**config.mk**
```make
export PLATFORM = sky130hd
export DESIGN_NAME = json_token_stream_serializer_top
export DESIGN_NICKNAME = d
export VERILOG_FILES = /design/src/rtl/core/jtss_pkg.sv /design/src/rtl/core/json_token_stream_serializer_top.sv
export VERILOG_INCLUDE_DIRS = /design/src /design/src/rtl/core
export SDC_FILE = /design/constraint.sdc
export NUM_CORES = 1
export LEC_CHECK = 0
export BUFFER_PORTS_ARGS = -buffer_cell sky130_fd_sc_hd__buf_2
export CAP_MARGIN = 15
export CORE_MARGIN = 4
export CORE_UTILIZATION = 35
export CTS_CLUSTER_SIZE = 12
export DETAILED_ROUTE_END_ITERATION = 6
export GPL_ROUTABILITY_DRIVEN = 0
export GPL_TIMING_DRIVEN = 0
export PLACE_DENSITY = 0.51
export SLEW_MARGIN = 20
export SYNTH_ARGS = -nofsm -noshare
export SYNTH_HDL_FRONTEND = slang
export SYNTH_SLANG_ARGS = --single-unit
```
**constraint.sdc**
```tcl
create_clock -name i_clk -period 24.4 [get_ports i_clk]
set_input_delay 6.1 -clock i_clk [delete_from_list [all_inputs] [get_ports i_clk]]
set_output_delay 6.1 -clock i_clk [all_outputs]
set_load 0.01 [all_outputs]
```
**src/rtl/core/json_token_stream_serializer_top_defines.svh**
```systemverilog
// Assertion macros shared by the serializer RTL.
`ifndef JSON_TOKEN_STREAM_SERIALIZER_TOP_DEFINES_SVH
`define JSON_TOKEN_STREAM_SERIALIZER_TOP_DEFINES_SVH

// Condition that holds at every edge out of reset.
`define JTSS_ASSERT_ALWAYS(lbl, clk, rstn, expr) \
    lbl: assert property (@(posedge clk) disable iff (!rstn) (expr)) \
        else $error("serializer check failed");

// Same-cycle implication.
`define JTSS_ASSERT_IMPL(lbl, clk, rstn, ante, cons) \
    lbl: assert property (@(posedge clk) disable iff (!rstn) (ante) |-> (cons)) \
        else $error("serializer check failed");

// Next-cycle implication.
`define JTSS_ASSERT_NEXT(lbl, clk, rstn, ante, cons) \
    lbl: assert property (@(posedge clk) disable iff (!rstn) (ante) |=> (cons)) \
        else $error("serializer check failed");

`endif

```
**src/rtl/core/jtss_pkg.sv**
```systemverilog
// Types, codes and escape table of the JSON token serializer.
`default_nettype none
package jtss_pkg;

    localparam int          MAX_DEPTH_DEF = 8;
    localparam logic [15:0] CAP_RESET     = 16'd4096;
    localparam int          BUF_DEPTH     = 21;
    localparam int          BCD_DIGITS    = 20;
    localparam logic        REG_CAPACITY  = 1'b0;

    localparam logic [3:0] FN_START     = 4'd0;
    localparam logic [3:0] FN_OBJ_OPEN  = 4'd1;
    localparam logic [3:0] FN_OBJ_CLOSE = 4'd2;
    localparam logic [3:0] FN_ARR_OPEN  = 4'd3;
    localparam logic [3:0] FN_ARR_CLOSE = 4'd4;
    localparam logic [3:0] FN_KEY_OPEN  = 4'd5;
    localparam logic [3:0] FN_STR_OPEN  = 4'd6;
    localparam logic [3:0] FN_CHAR      = 4'd7;
    localparam logic [3:0] FN_KEY_CLOSE = 4'd8;
    localparam logic [3:0] FN_STR_CLOSE = 4'd9;
    localparam logic [3:0] FN_INT       = 4'd10;
    localparam logic [3:0] FN_BOOL      = 4'd11;
    localparam logic [3:0] FN_NULL      = 4'd12;
    localparam logic [3:0] FN_FINISH    = 4'd13;

    // Chunk of up to six bytes, first byte in the low bits.
    typedef struct packed {
        logic [2:0]  len;
        logic [47:0] bytes;
    } t_chunk;

    function automatic logic [7:0] hex_lc(input logic [3:0] n);
        logic [7:0] r;
        if (n < 4'd10) r = 8'h30 + {4'h0, n};
        else           r = 8'h57 + {4'h0, n};
        return r;
    endfunction

    function automatic t_chunk esc_chunk(input logic [7:0] c);
        t_chunk r;
        r.len   = 3'd2;
        r.bytes = '0;
        case (c)
            8'h22:   r.bytes[15:0] = {8'h22, 8'h5c};
            8'h5c:   r.bytes[15:0] = {8'h5c, 8'h5c};
            8'h0a:   r.bytes[15:0] = {8'h6e, 8'h5c};
            8'h0d:   r.bytes[15:0] = {8'h72, 8'h5c};
            8'h09:   r.bytes[15:0] = {8'h74, 8'h5c};
            default: begin
                if (c < 8'h20) begin
                    r.len   = 3'd6;
                    r.bytes = {hex_lc(c[3:0]), hex_lc(c[7:4]), 8'h30, 8'h30, 8'h75, 8'h5c};
                end else begin
                    r.len   = 3'd1;
                    r.bytes = {40'h0, c};
                end
            end
        endcase
        return r;
    endfunction

endpackage
`default_nettype wire

```
**src/rtl/core/json_token_stream_serializer_top.sv**
```systemverilog
// JSON token serializer: one token in, its escaped output bytes out, one beat per byte.
//
// Each accepted token is worked by a small sequencer and its bytes are gathered
// into a 21-byte buffer before the first output beat, so every beat carries the
// overflow flag as it stands after the token. The sequencer writes the token's
// bytes into the buffer one per copy step, then gives one output beat per byte;
// an integer first runs shift-and-add-3 binary-to-decimal conversion on the digit
// unit and then a leading-zero scan. The input stalls from the accepting edge until
// the last beat is taken. Tokens that write nothing give one beat with byte_valid
// low. Capacity sits at byte address 0 of the APB port, reset 4096.
`default_nettype none
`include "json_token_stream_serializer_top_defines.svh"
module json_token_stream_serializer_top
    import jtss_pkg::*;
#(
    parameter int MAX_DEPTH = MAX_DEPTH_DEF
) (
    input  wire logic               i_clk,
    input  wire logic               i_rst_n,
    input  wire logic               psel,
    input  wire logic               penable,
    input  wire logic               pwrite,
    input  wire logic [2:0]         paddr,
    input  wire logic [31:0]        pwdata,
    output logic      [31:0]        prdata,
    output logic                    pready,
    input  wire logic               i_valid,
    output logic                    o_stall,
    input  wire logic [3:0]         i_func,
    input  wire logic [7:0]         i_ch,
    input  wire logic signed [63:0] i_int_value,
    input  wire logic               i_bool_value,
    output logic                    o_valid,
    input  wire logic               i_stall,
    output logic      [7:0]         o_out_byte,
    output logic                    o_byte_valid,
    output logic                    o_last,
    output logic                    o_overflow,
    output logic      [15:0]        o_finish_length
);

    localparam int DW = $clog2(MAX_DEPTH + 1);
    localparam int IW = (MAX_DEPTH > 1) ? $clog2(MAX_DEPTH) : 1;
    localparam int BW = $clog2(BUF_DEPTH + 1);

    typedef enum logic [2:0] {
        S_IDLE, S_NEXT, S_PUT, S_COPY, S_CONV, S_SCAN, S_EMIT
    } t_state;

    t_state              r_state;
    logic [15:0]         r_cap;
    logic [15:0]         r_wl;
    logic                r_err;
    logic [DW-1:0]       r_depth;
    logic [MAX_DEPTH-1:0] r_first;
    logic                r_pk;
    logic [3:0]          r_func;
    logic [7:0]          r_ch;
    logic [63:0]         r_ival;
    logic                r_bval;
    logic [1:0]          r_phase;
    logic [15:0]         r_flen;
    logic [47:0]         r_chk;
    logic [4:0]          r_len;
    logic                r_intm;
    logic                r_negp;
    logic [4*BCD_DIGITS-1:0] r_bcd;
    logic [63:0]         r_mag;
    logic [5:0]          r_it;
    logic [4:0]          r_nd;
    logic [7:0]          r_buf [BUF_DEPTH];
    logic [BW-1:0]       r_cnt;
    logic [BW-1:0]       r_rd;

    logic                in_acc, out_acc, cfg_wr;
    logic [DW-1:0]       dm1;
    logic                sep_put;
    logic                fits;
    logic [7:0]          copy_byte;
    logic [4*BCD_DIGITS-1:0] bcd_adj;
    t_chunk              esc;
    logic [63:0]         mag_in;

    assign in_acc  = i_valid && !o_stall;
    assign out_acc = o_valid && !i_stall;
    assign cfg_wr  = psel && penable && pwrite && pready;
    assign pready  = 1'b1;
    assign prdata  = (paddr[2] == REG_CAPACITY) ? {16'h0, r_cap} : 32'h0;
    assign o_stall = (r_state != S_IDLE);

    assign dm1     = r_depth - DW'(1);
    assign sep_put = !r_pk && (r_depth != '0) && !r_first[dm1[IW-1:0]];
    assign fits    = !r_err && ({1'b0, r_wl} + {12'h0, r_len} + 17'd1 <= {1'b0, r_cap});
    assign esc     = esc_chunk(r_ch);
    assign mag_in  = r_ival[63] ? (~r_ival + 64'd1) : r_ival;

    always_comb begin
        if (!r_intm)    copy_byte = r_chk[7:0];
        else if (r_negp) copy_byte = 8'h2d;
        else            copy_byte = {4'h3, r_bcd[4*BCD_DIGITS-1 -: 4]};
    end

    // add 3 to every digit of 5 or more before the shift
    always_comb begin
        for (int d = 0; d < BCD_DIGITS; d++) begin
            if (r_bcd[4*d +: 4] >= 4'd5) bcd_adj[4*d +: 4] = r_bcd[4*d +: 4] + 4'd3;
            else                         bcd_adj[4*d +: 4] = r_bcd[4*d +: 4];
        end
    end

    assign o_valid         = (r_state == S_EMIT);
    assign o_byte_valid    = (r_cnt != '0);
    assign o_out_byte      = (r_cnt != '0) ? r_buf[r_rd[4:0]] : 8'h00;
    assign o_last          = (r_cnt == '0) || (r_rd == r_cnt - BW'(1));
    assign o_overflow      = r_err;
    assign o_finish_length = r_flen;

    always_ff @(posedge i_clk) begin
        if (!i_rst_n) begin
            r_state <= S_IDLE;
            r_cap   <= CAP_RESET;
            r_wl    <= '0;
            r_err   <= 1'b0;
            r_depth <= '0;
            r_first <= '0;
            r_pk    <= 1'b0;
            r_phase <= '0;
            r_cnt   <= '0;
            r_rd    <= '0;
            r_flen  <= '0;
            r_intm  <= 1'b0;
            r_negp  <= 1'b0;
        end else begin
            if (cfg_wr && paddr[2] == REG_CAPACITY) r_cap <= pwdata[15:0];
            case (r_state)
                S_IDLE: begin
                    if (in_acc) begin
                        r_func  <= i_func;
                        r_ch    <= i_ch;
                        r_ival  <= i_int_value;
                        r_bval  <= i_bool_value;
                        r_phase <= '0;
                        r_cnt   <= '0;
                        r_rd    <= '0;
                        r_flen  <= '0;
                        r_intm  <= 1'b0;
                        r_state <= S_NEXT;
                    end
                end
                S_NEXT: begin
                    r_state <= S_EMIT;
                    r_intm  <= 1'b0;
                    r_phase <= r_phase + 2'd1;
                    case (r_func)
                        FN_START: begin
                            r_wl    <= '0;
                            r_err   <= (r_cap == '0);
                            r_depth <= '0;
                            r_first <= '0;
                            r_pk    <= 1'b0;
                        end
                        FN_OBJ_OPEN, FN_ARR_OPEN, FN_KEY_OPEN, FN_STR_OPEN,
                        FN_INT, FN_BOOL, FN_NULL: begin
                            if (r_phase == 2'd0) begin
                                // separator: key just written, else comma unless first
                                r_state <= S_NEXT;
                                if (r_pk) begin
                                    r_pk <= 1'b0;
                                end else if (r_depth != '0) begin
                                    r_first[dm1[IW-1:0]] <= 1'b0;
                                end
                                if (sep_put) begin
                                    r_chk   <= 48'h2c;
                                    r_len   <= 5'd1;
                                    r_state <= S_PUT;
                                end
                            end else if (r_phase == 2'd1) begin
                                r_state <= S_PUT;
                                r_len   <= 5'd1;
                                case (r_func)
                                    FN_OBJ_OPEN: r_chk <= 48'h7b;
                                    FN_ARR_OPEN: r_chk <= 48'h5b;
                                    FN_BOOL: begin
                                        if (r_bval) begin
                                            r_chk <= 48'h65757274;
                                            r_len <= 5'd4;
                                        end else begin
                                            r_chk <= 48'h65736c6166;
                                            r_len <= 5'd5;
                                        end
                                    end
                                    FN_NULL: begin
                                        r_chk <= 48'h6c6c756e;
                                        r_len <= 5'd4;
                                    end
                                    FN_INT: begin
                                        r_bcd   <= '0;
                                        r_mag   <= mag_in;
                                        r_it    <= '0;
                                        r_state <= S_CONV;
                                    end
                                    default: r_chk <= 48'h22;
                                endcase
                            end else if ((r_func == FN_OBJ_OPEN || r_func == FN_ARR_OPEN)
                                         && r_phase == 2'd2) begin
                                if (r_depth >= DW'(MAX_DEPTH)) begin
                                    r_err <= 1'b1;
                                end else begin
                                    r_first[r_depth[IW-1:0]] <= 1'b1;
                                    r_depth <= r_depth + DW'(1);
                                end
                            end
                        end
                        FN_OBJ_CLOSE, FN_ARR_CLOSE: begin
                            if (r_phase == 2'd0) begin
                                if (r_depth == '0) begin
                                    r_err <= 1'b1;
                                end else begin
                                    r_depth <= dm1;
                                    r_chk   <= (r_func == FN_OBJ_CLOSE) ? 48'h7d : 48'h5d;
                                    r_len   <= 5'd1;
                                    r_state <= S_PUT;
                                end
                            end
                        end
                        FN_CHAR: begin
                            if (r_phase == 2'd0) begin
                                r_chk   <= esc.bytes;
                                r_len   <= {2'b00, esc.len};
                                r_state <= S_PUT;
                            end
                        end
                        FN_KEY_CLOSE: begin
                            if (r_phase == 2'd0) begin
                                r_chk   <= 48'h22;
                                r_len   <= 5'd1;
                                r_state <= S_PUT;
                            end else if (r_phase == 2'd1) begin
                                r_chk   <= 48'h3a;
                                r_len   <= 5'd1;
                                r_state <= S_PUT;
                            end else begin
                                r_pk <= 1'b1;
                            end
                        end
                        FN_STR_CLOSE: begin
                            if (r_phase == 2'd0) begin
                                r_chk   <= 48'h22;
                                r_len   <= 5'd1;
                                r_state <= S_PUT;
                            end
                        end
                        FN_FINISH: begin
                            r_flen <= (r_err || r_depth != '0 || r_pk) ? 16'h0 : r_wl;
                        end
                        default: ;
                    endcase
                end
                S_PUT: begin
                    if (fits) begin
                        r_wl    <= r_wl + {11'h0, r_len};
                        r_state <= S_COPY;
                    end else begin
                        r_err   <= 1'b1;
                        r_state <= S_NEXT;
                    end
                end
                S_COPY: begin
                    r_buf[r_cnt[4:0]] <= copy_byte;
                    r_cnt <= r_cnt + BW'(1);
                    r_len <= r_len - 5'd1;
                    if (!r_intm)      r_chk <= {8'h0, r_chk[47:8]};
                    else if (r_negp)  r_negp <= 1'b0;
                    else              r_bcd <= {r_bcd[4*BCD_DIGITS-5:0], 4'h0};
                    if (r_len == 5'd1) r_state <= S_NEXT;
                end
                S_CONV: begin
                    {r_bcd, r_mag} <= {bcd_adj, r_mag} << 1;
                    r_it <= r_it + 6'd1;
                    if (r_it == 6'd63) begin
                        r_nd    <= 5'(BCD_DIGITS);
                        r_state <= S_SCAN;
                    end
                end
                S_SCAN: begin
                    // drop leading zero digits, keep at least one
                    if (r_bcd[4*BCD_DIGITS-1 -: 4] == 4'h0 && r_nd > 5'd1) begin
                        r_bcd <= {r_bcd[4*BCD_DIGITS-5:0], 4'h0};
                        r_nd  <= r_nd - 5'd1;
                    end else begin
                        r_intm  <= 1'b1;
                        r_negp  <= r_ival[63];
                        r_len   <= r_nd + {4'h0, r_ival[63]};
                        r_state <= S_PUT;
                    end
                end
                S_EMIT: begin
                    if (out_acc) begin
                        if (o_last) r_state <= S_IDLE;
                        else        r_rd <= r_rd + BW'(1);
                    end
                end
                default: r_state <= S_IDLE;
            endcase
        end
    end

    `JTSS_ASSERT_ALWAYS(a_cnt_bound, i_clk, i_rst_n, r_cnt <= BW'(BUF_DEPTH))
    `JTSS_ASSERT_IMPL(a_empty_is_last, i_clk, i_rst_n, o_valid && !o_byte_valid, o_last)
    `JTSS_ASSERT_NEXT(a_busy_after_accept, i_clk, i_rst_n, in_acc, o_stall)
    `JTSS_ASSERT_NEXT(a_done_after_last, i_clk, i_rst_n, out_acc && o_last, !o_valid)
    `JTSS_ASSERT_ALWAYS(a_depth_bound, i_clk, i_rst_n, r_depth <= DW'(MAX_DEPTH))

endmodule
`default_nettype wire
```
==> results.cfg <==
[setup_path]
timing.critical_path.max_delay_family = buffers and inverters
crit_type = input pin to primary output
crit_path_start = paddr[2]
crit_path_max_incr_delay_ns = 0.38
critPathMostFrequentCell = clkbuf_1
worstSetupStartpointType = input pin
critPathCaptureType = primary output
worst_ep_required_time_ns = 18.30
reg2reg_from = r_len[2]$_DFFE_PP_
critical_path_peak_fanout = 10
crit_slowest_cell = clkbuf_1
crit_chain = clkbuf_1 -> clkbuf_1 -> nor2_1 -> buf_2
critical_path_arrival_ns = 7.01
path_buf_inv = 3
regToRegSetupSlack_ns = 19.89

[grt]
grt.total_usage = 0.1679
grt_antenna_before_repair = 0
grt_pass1_vias = 19030
gr-total-overflow = 0
grt_pass1_wl_mm = 109.4
grt_max_degree = 32

[power_and_ir_drop]
cellLeakagePower_nw = 10.67
power_density_nw_per_um2 = 91.35
ir_worst_vdd_mv = 0.06049

[drt]
vias = 18960
detail-route-antenna-nets = 0
post_drt_wl_per_cell_um = 19.38
drc = 0
route.detailed.vias_per_inst = 5.273
drt_pass1_iterations = 5
wl_mm = 69.69
initialDrtViolationCount = 1529

[sta]
fin_setup_tns_ns = 0
max_slew_violation_count = 0
setup_viol = 0
worst_slew_margin_rel = 0.3090
layout_worst_path_cycle_share = 0.5371
timing.final.crit_period_ns = 13.11
finalHoldViolCount = 0
worst-slew-pin-transition_ns = 1.027
fmaxAchievable_mhz = 76.30
rsz0062_at_grt = no
finClkSkew_ns = 0.06270

[clock_network]
cts_setup_buffers = 0
clkLatencyLatePin_ns = 0.65
cts.reportedPaths.clkPinSlew_ns = 0.07
clk_path_buf_depth = 3
cts-htree-levels = 2
cts.hold.buffers_added = 0
cts_resized = 0
cts_num_sinks = 532
cts_root_buf = clkbuf_16
cts_buffers = 57
cts_tree = yes

[run_status]
run_status = complete, no violations

[yosys]
syn_area_per_cell_sq_um = 11.34
synth.lib_cells_used.distinct = 82
synth_top_flop_cell = edfxtp_1
synthArstFlopShare = 0
yosys_register_bits = 532
seq_area_frac_synth = 0.5688
post_synth_inst_count = 2347
synth_enable_flop_cells = 448
syn_area_sq_um = 26610
yosys_warnings = 0

[cells_and_area]
final_layout_size_suffix_gt1_frac = 0.1340
diodes = 0
area_growth_pct = 15.77
final-instance-count-excl-fill = 3596
mostFrequentLayoutCell = edfxtp_1
number_of_nets_in_the_finished_design = 2790
layout_common_cells = 448 x edfxtp_1, 246 x nand2_1, 205 x o21ai_0, 198 x nor2_1, 164 x a21oi_1

[die]
initial_core_utilization = 0.3550
die_h_um = 283.7
design.core.area_sq_um = 74950
fp-row-count = 100
area_of_the_die_sq_um = 80500
die_w_um = 283.7
io_pins = 181

[placement]
io_buffers = 143
dp_cells = 3491
hpwl_mm = 49.87

[min_path]
min_path_type = flop to flop
min_delay_startpoint = r_first[1]$_SDFFE_PN0P_

[flow_run]
max_cap_violations = 0
==> layout make-up <==
type	instances	area (sq um)
buffer	133	580.6
sequential	532	15130
clock buffer	81	1558
multi-input combinational	1605	10680
clock inverter	24	250.2
timing repair buffer	160	1042
fill	7190	44140
inverter	92	345.3
tap	969	1212
==> report_power, final <==
| part | internal [mW] | total (mW) | switching (mW) | leakage, nW |
|---|---|---|---|---|
| Sequential | 1.16 | 1.23 | 0.0701 | 4.77 |
| Clock | 0.477 | 0.845 | 0.368 | 0.887 |
| Combinational | 0.260 | 0.738 | 0.478 | 5.01 |
==> worst min-delay path, stage by stage, from the launching register on <==
cell and delay (ns):
dfxtp_1 0.32, inv_1 0.05, a21oi_1 0.05
==> stage by stage <==
step | cell area [sq um] | util | worst slack, ns | hold slack, ns | power, mW
after floorplan | 26670 | - | 11.32 | 0.4242 | 1.721
after global placement | 28590 | 0.3815 | 7.489 | 0.4532 | 1.959
after detailed placement | 29000 | 0.3869 | 11.24 | 0.4560 | 1.994
after CTS | 30810 | 0.4110 | 11.24 | 0.4661 | 2.848
after global routing | 30810 | 0.4110 | 11.21 | 0.4921 | 2.971
final | 30810 | 0.4110 | 11.29 | 0.4636 | 2.814
==> flip-flops by register name (all words and copies together) (netlist names), 16 cells and up, named ones only <==
register,cells
r_ival,64
r_cap,16
r_wl,16
r_mag,64
r_buf,168
r_bcd,80
o_finish_length,16
r_chk,43
==> logic make-up after synthesis <==
logic type               after synthesis  share of synthesized area
AO/OA/AOI/OAI                        571                     0.1302
XOR/XNOR                             127                    0.04180
adder cells (fa/ha/maj)               91                    0.04326
buffers and inverters                225                    0.03480
flip-flops                           532                     0.5688
multiplexers                          67                    0.04777
other                                  2                  0.0002822
AND/OR/NAND/NOR                      732                     0.1331
==> Yosys cell counts (all sizes together), types with 27 or more instances <==
cell / count / area [sq um]
nor2b: 34 / 212.7
nand2: 246 / 923.4
a21oi: 165 / 825.8
xnor2: 41 / 359.1
buf: 40 / 231.5
clkbuf: 93 / 349.1
nor3b: 35 / 262.8
o21ai: 208 / 1041
a22oi: 27 / 202.7
nor3: 41 / 210.2
nor2: 200 / 750.7
xor2: 86 / 753.2
o31ai: 41 / 307.8
ha: 88 / 1101
edfxtp: 448 / 13450
mux4: 48 / 1081
inv: 91 / 341.6
nand2b: 38 / 245.2
dfxtp: 84 / 1682
nand3: 32 / 160.2
==> path summary, 6_finish.rpt <==
check,end,depth (start not counted)
worst max-delay path,prdata[13],4
worst min register to register,r_first[1]$_SDFFE_PN0P_,2
worst min-delay path,r_first[1]$_SDFFE_PN0P_,2
worst max register to register,o_overflow$_SDFFE_PN0P_,15
==> routing by layer <==
layer  track usage  share of wire  vias up
met5             0              0        -
met4       0.04008          0.017        0
met3       0.02546          0.047       92
met2        0.2886           0.49      481
met1        0.2240           0.45     9306
li1              -              -     9081
No activity file was read; power rests on OpenSTA's default activity.
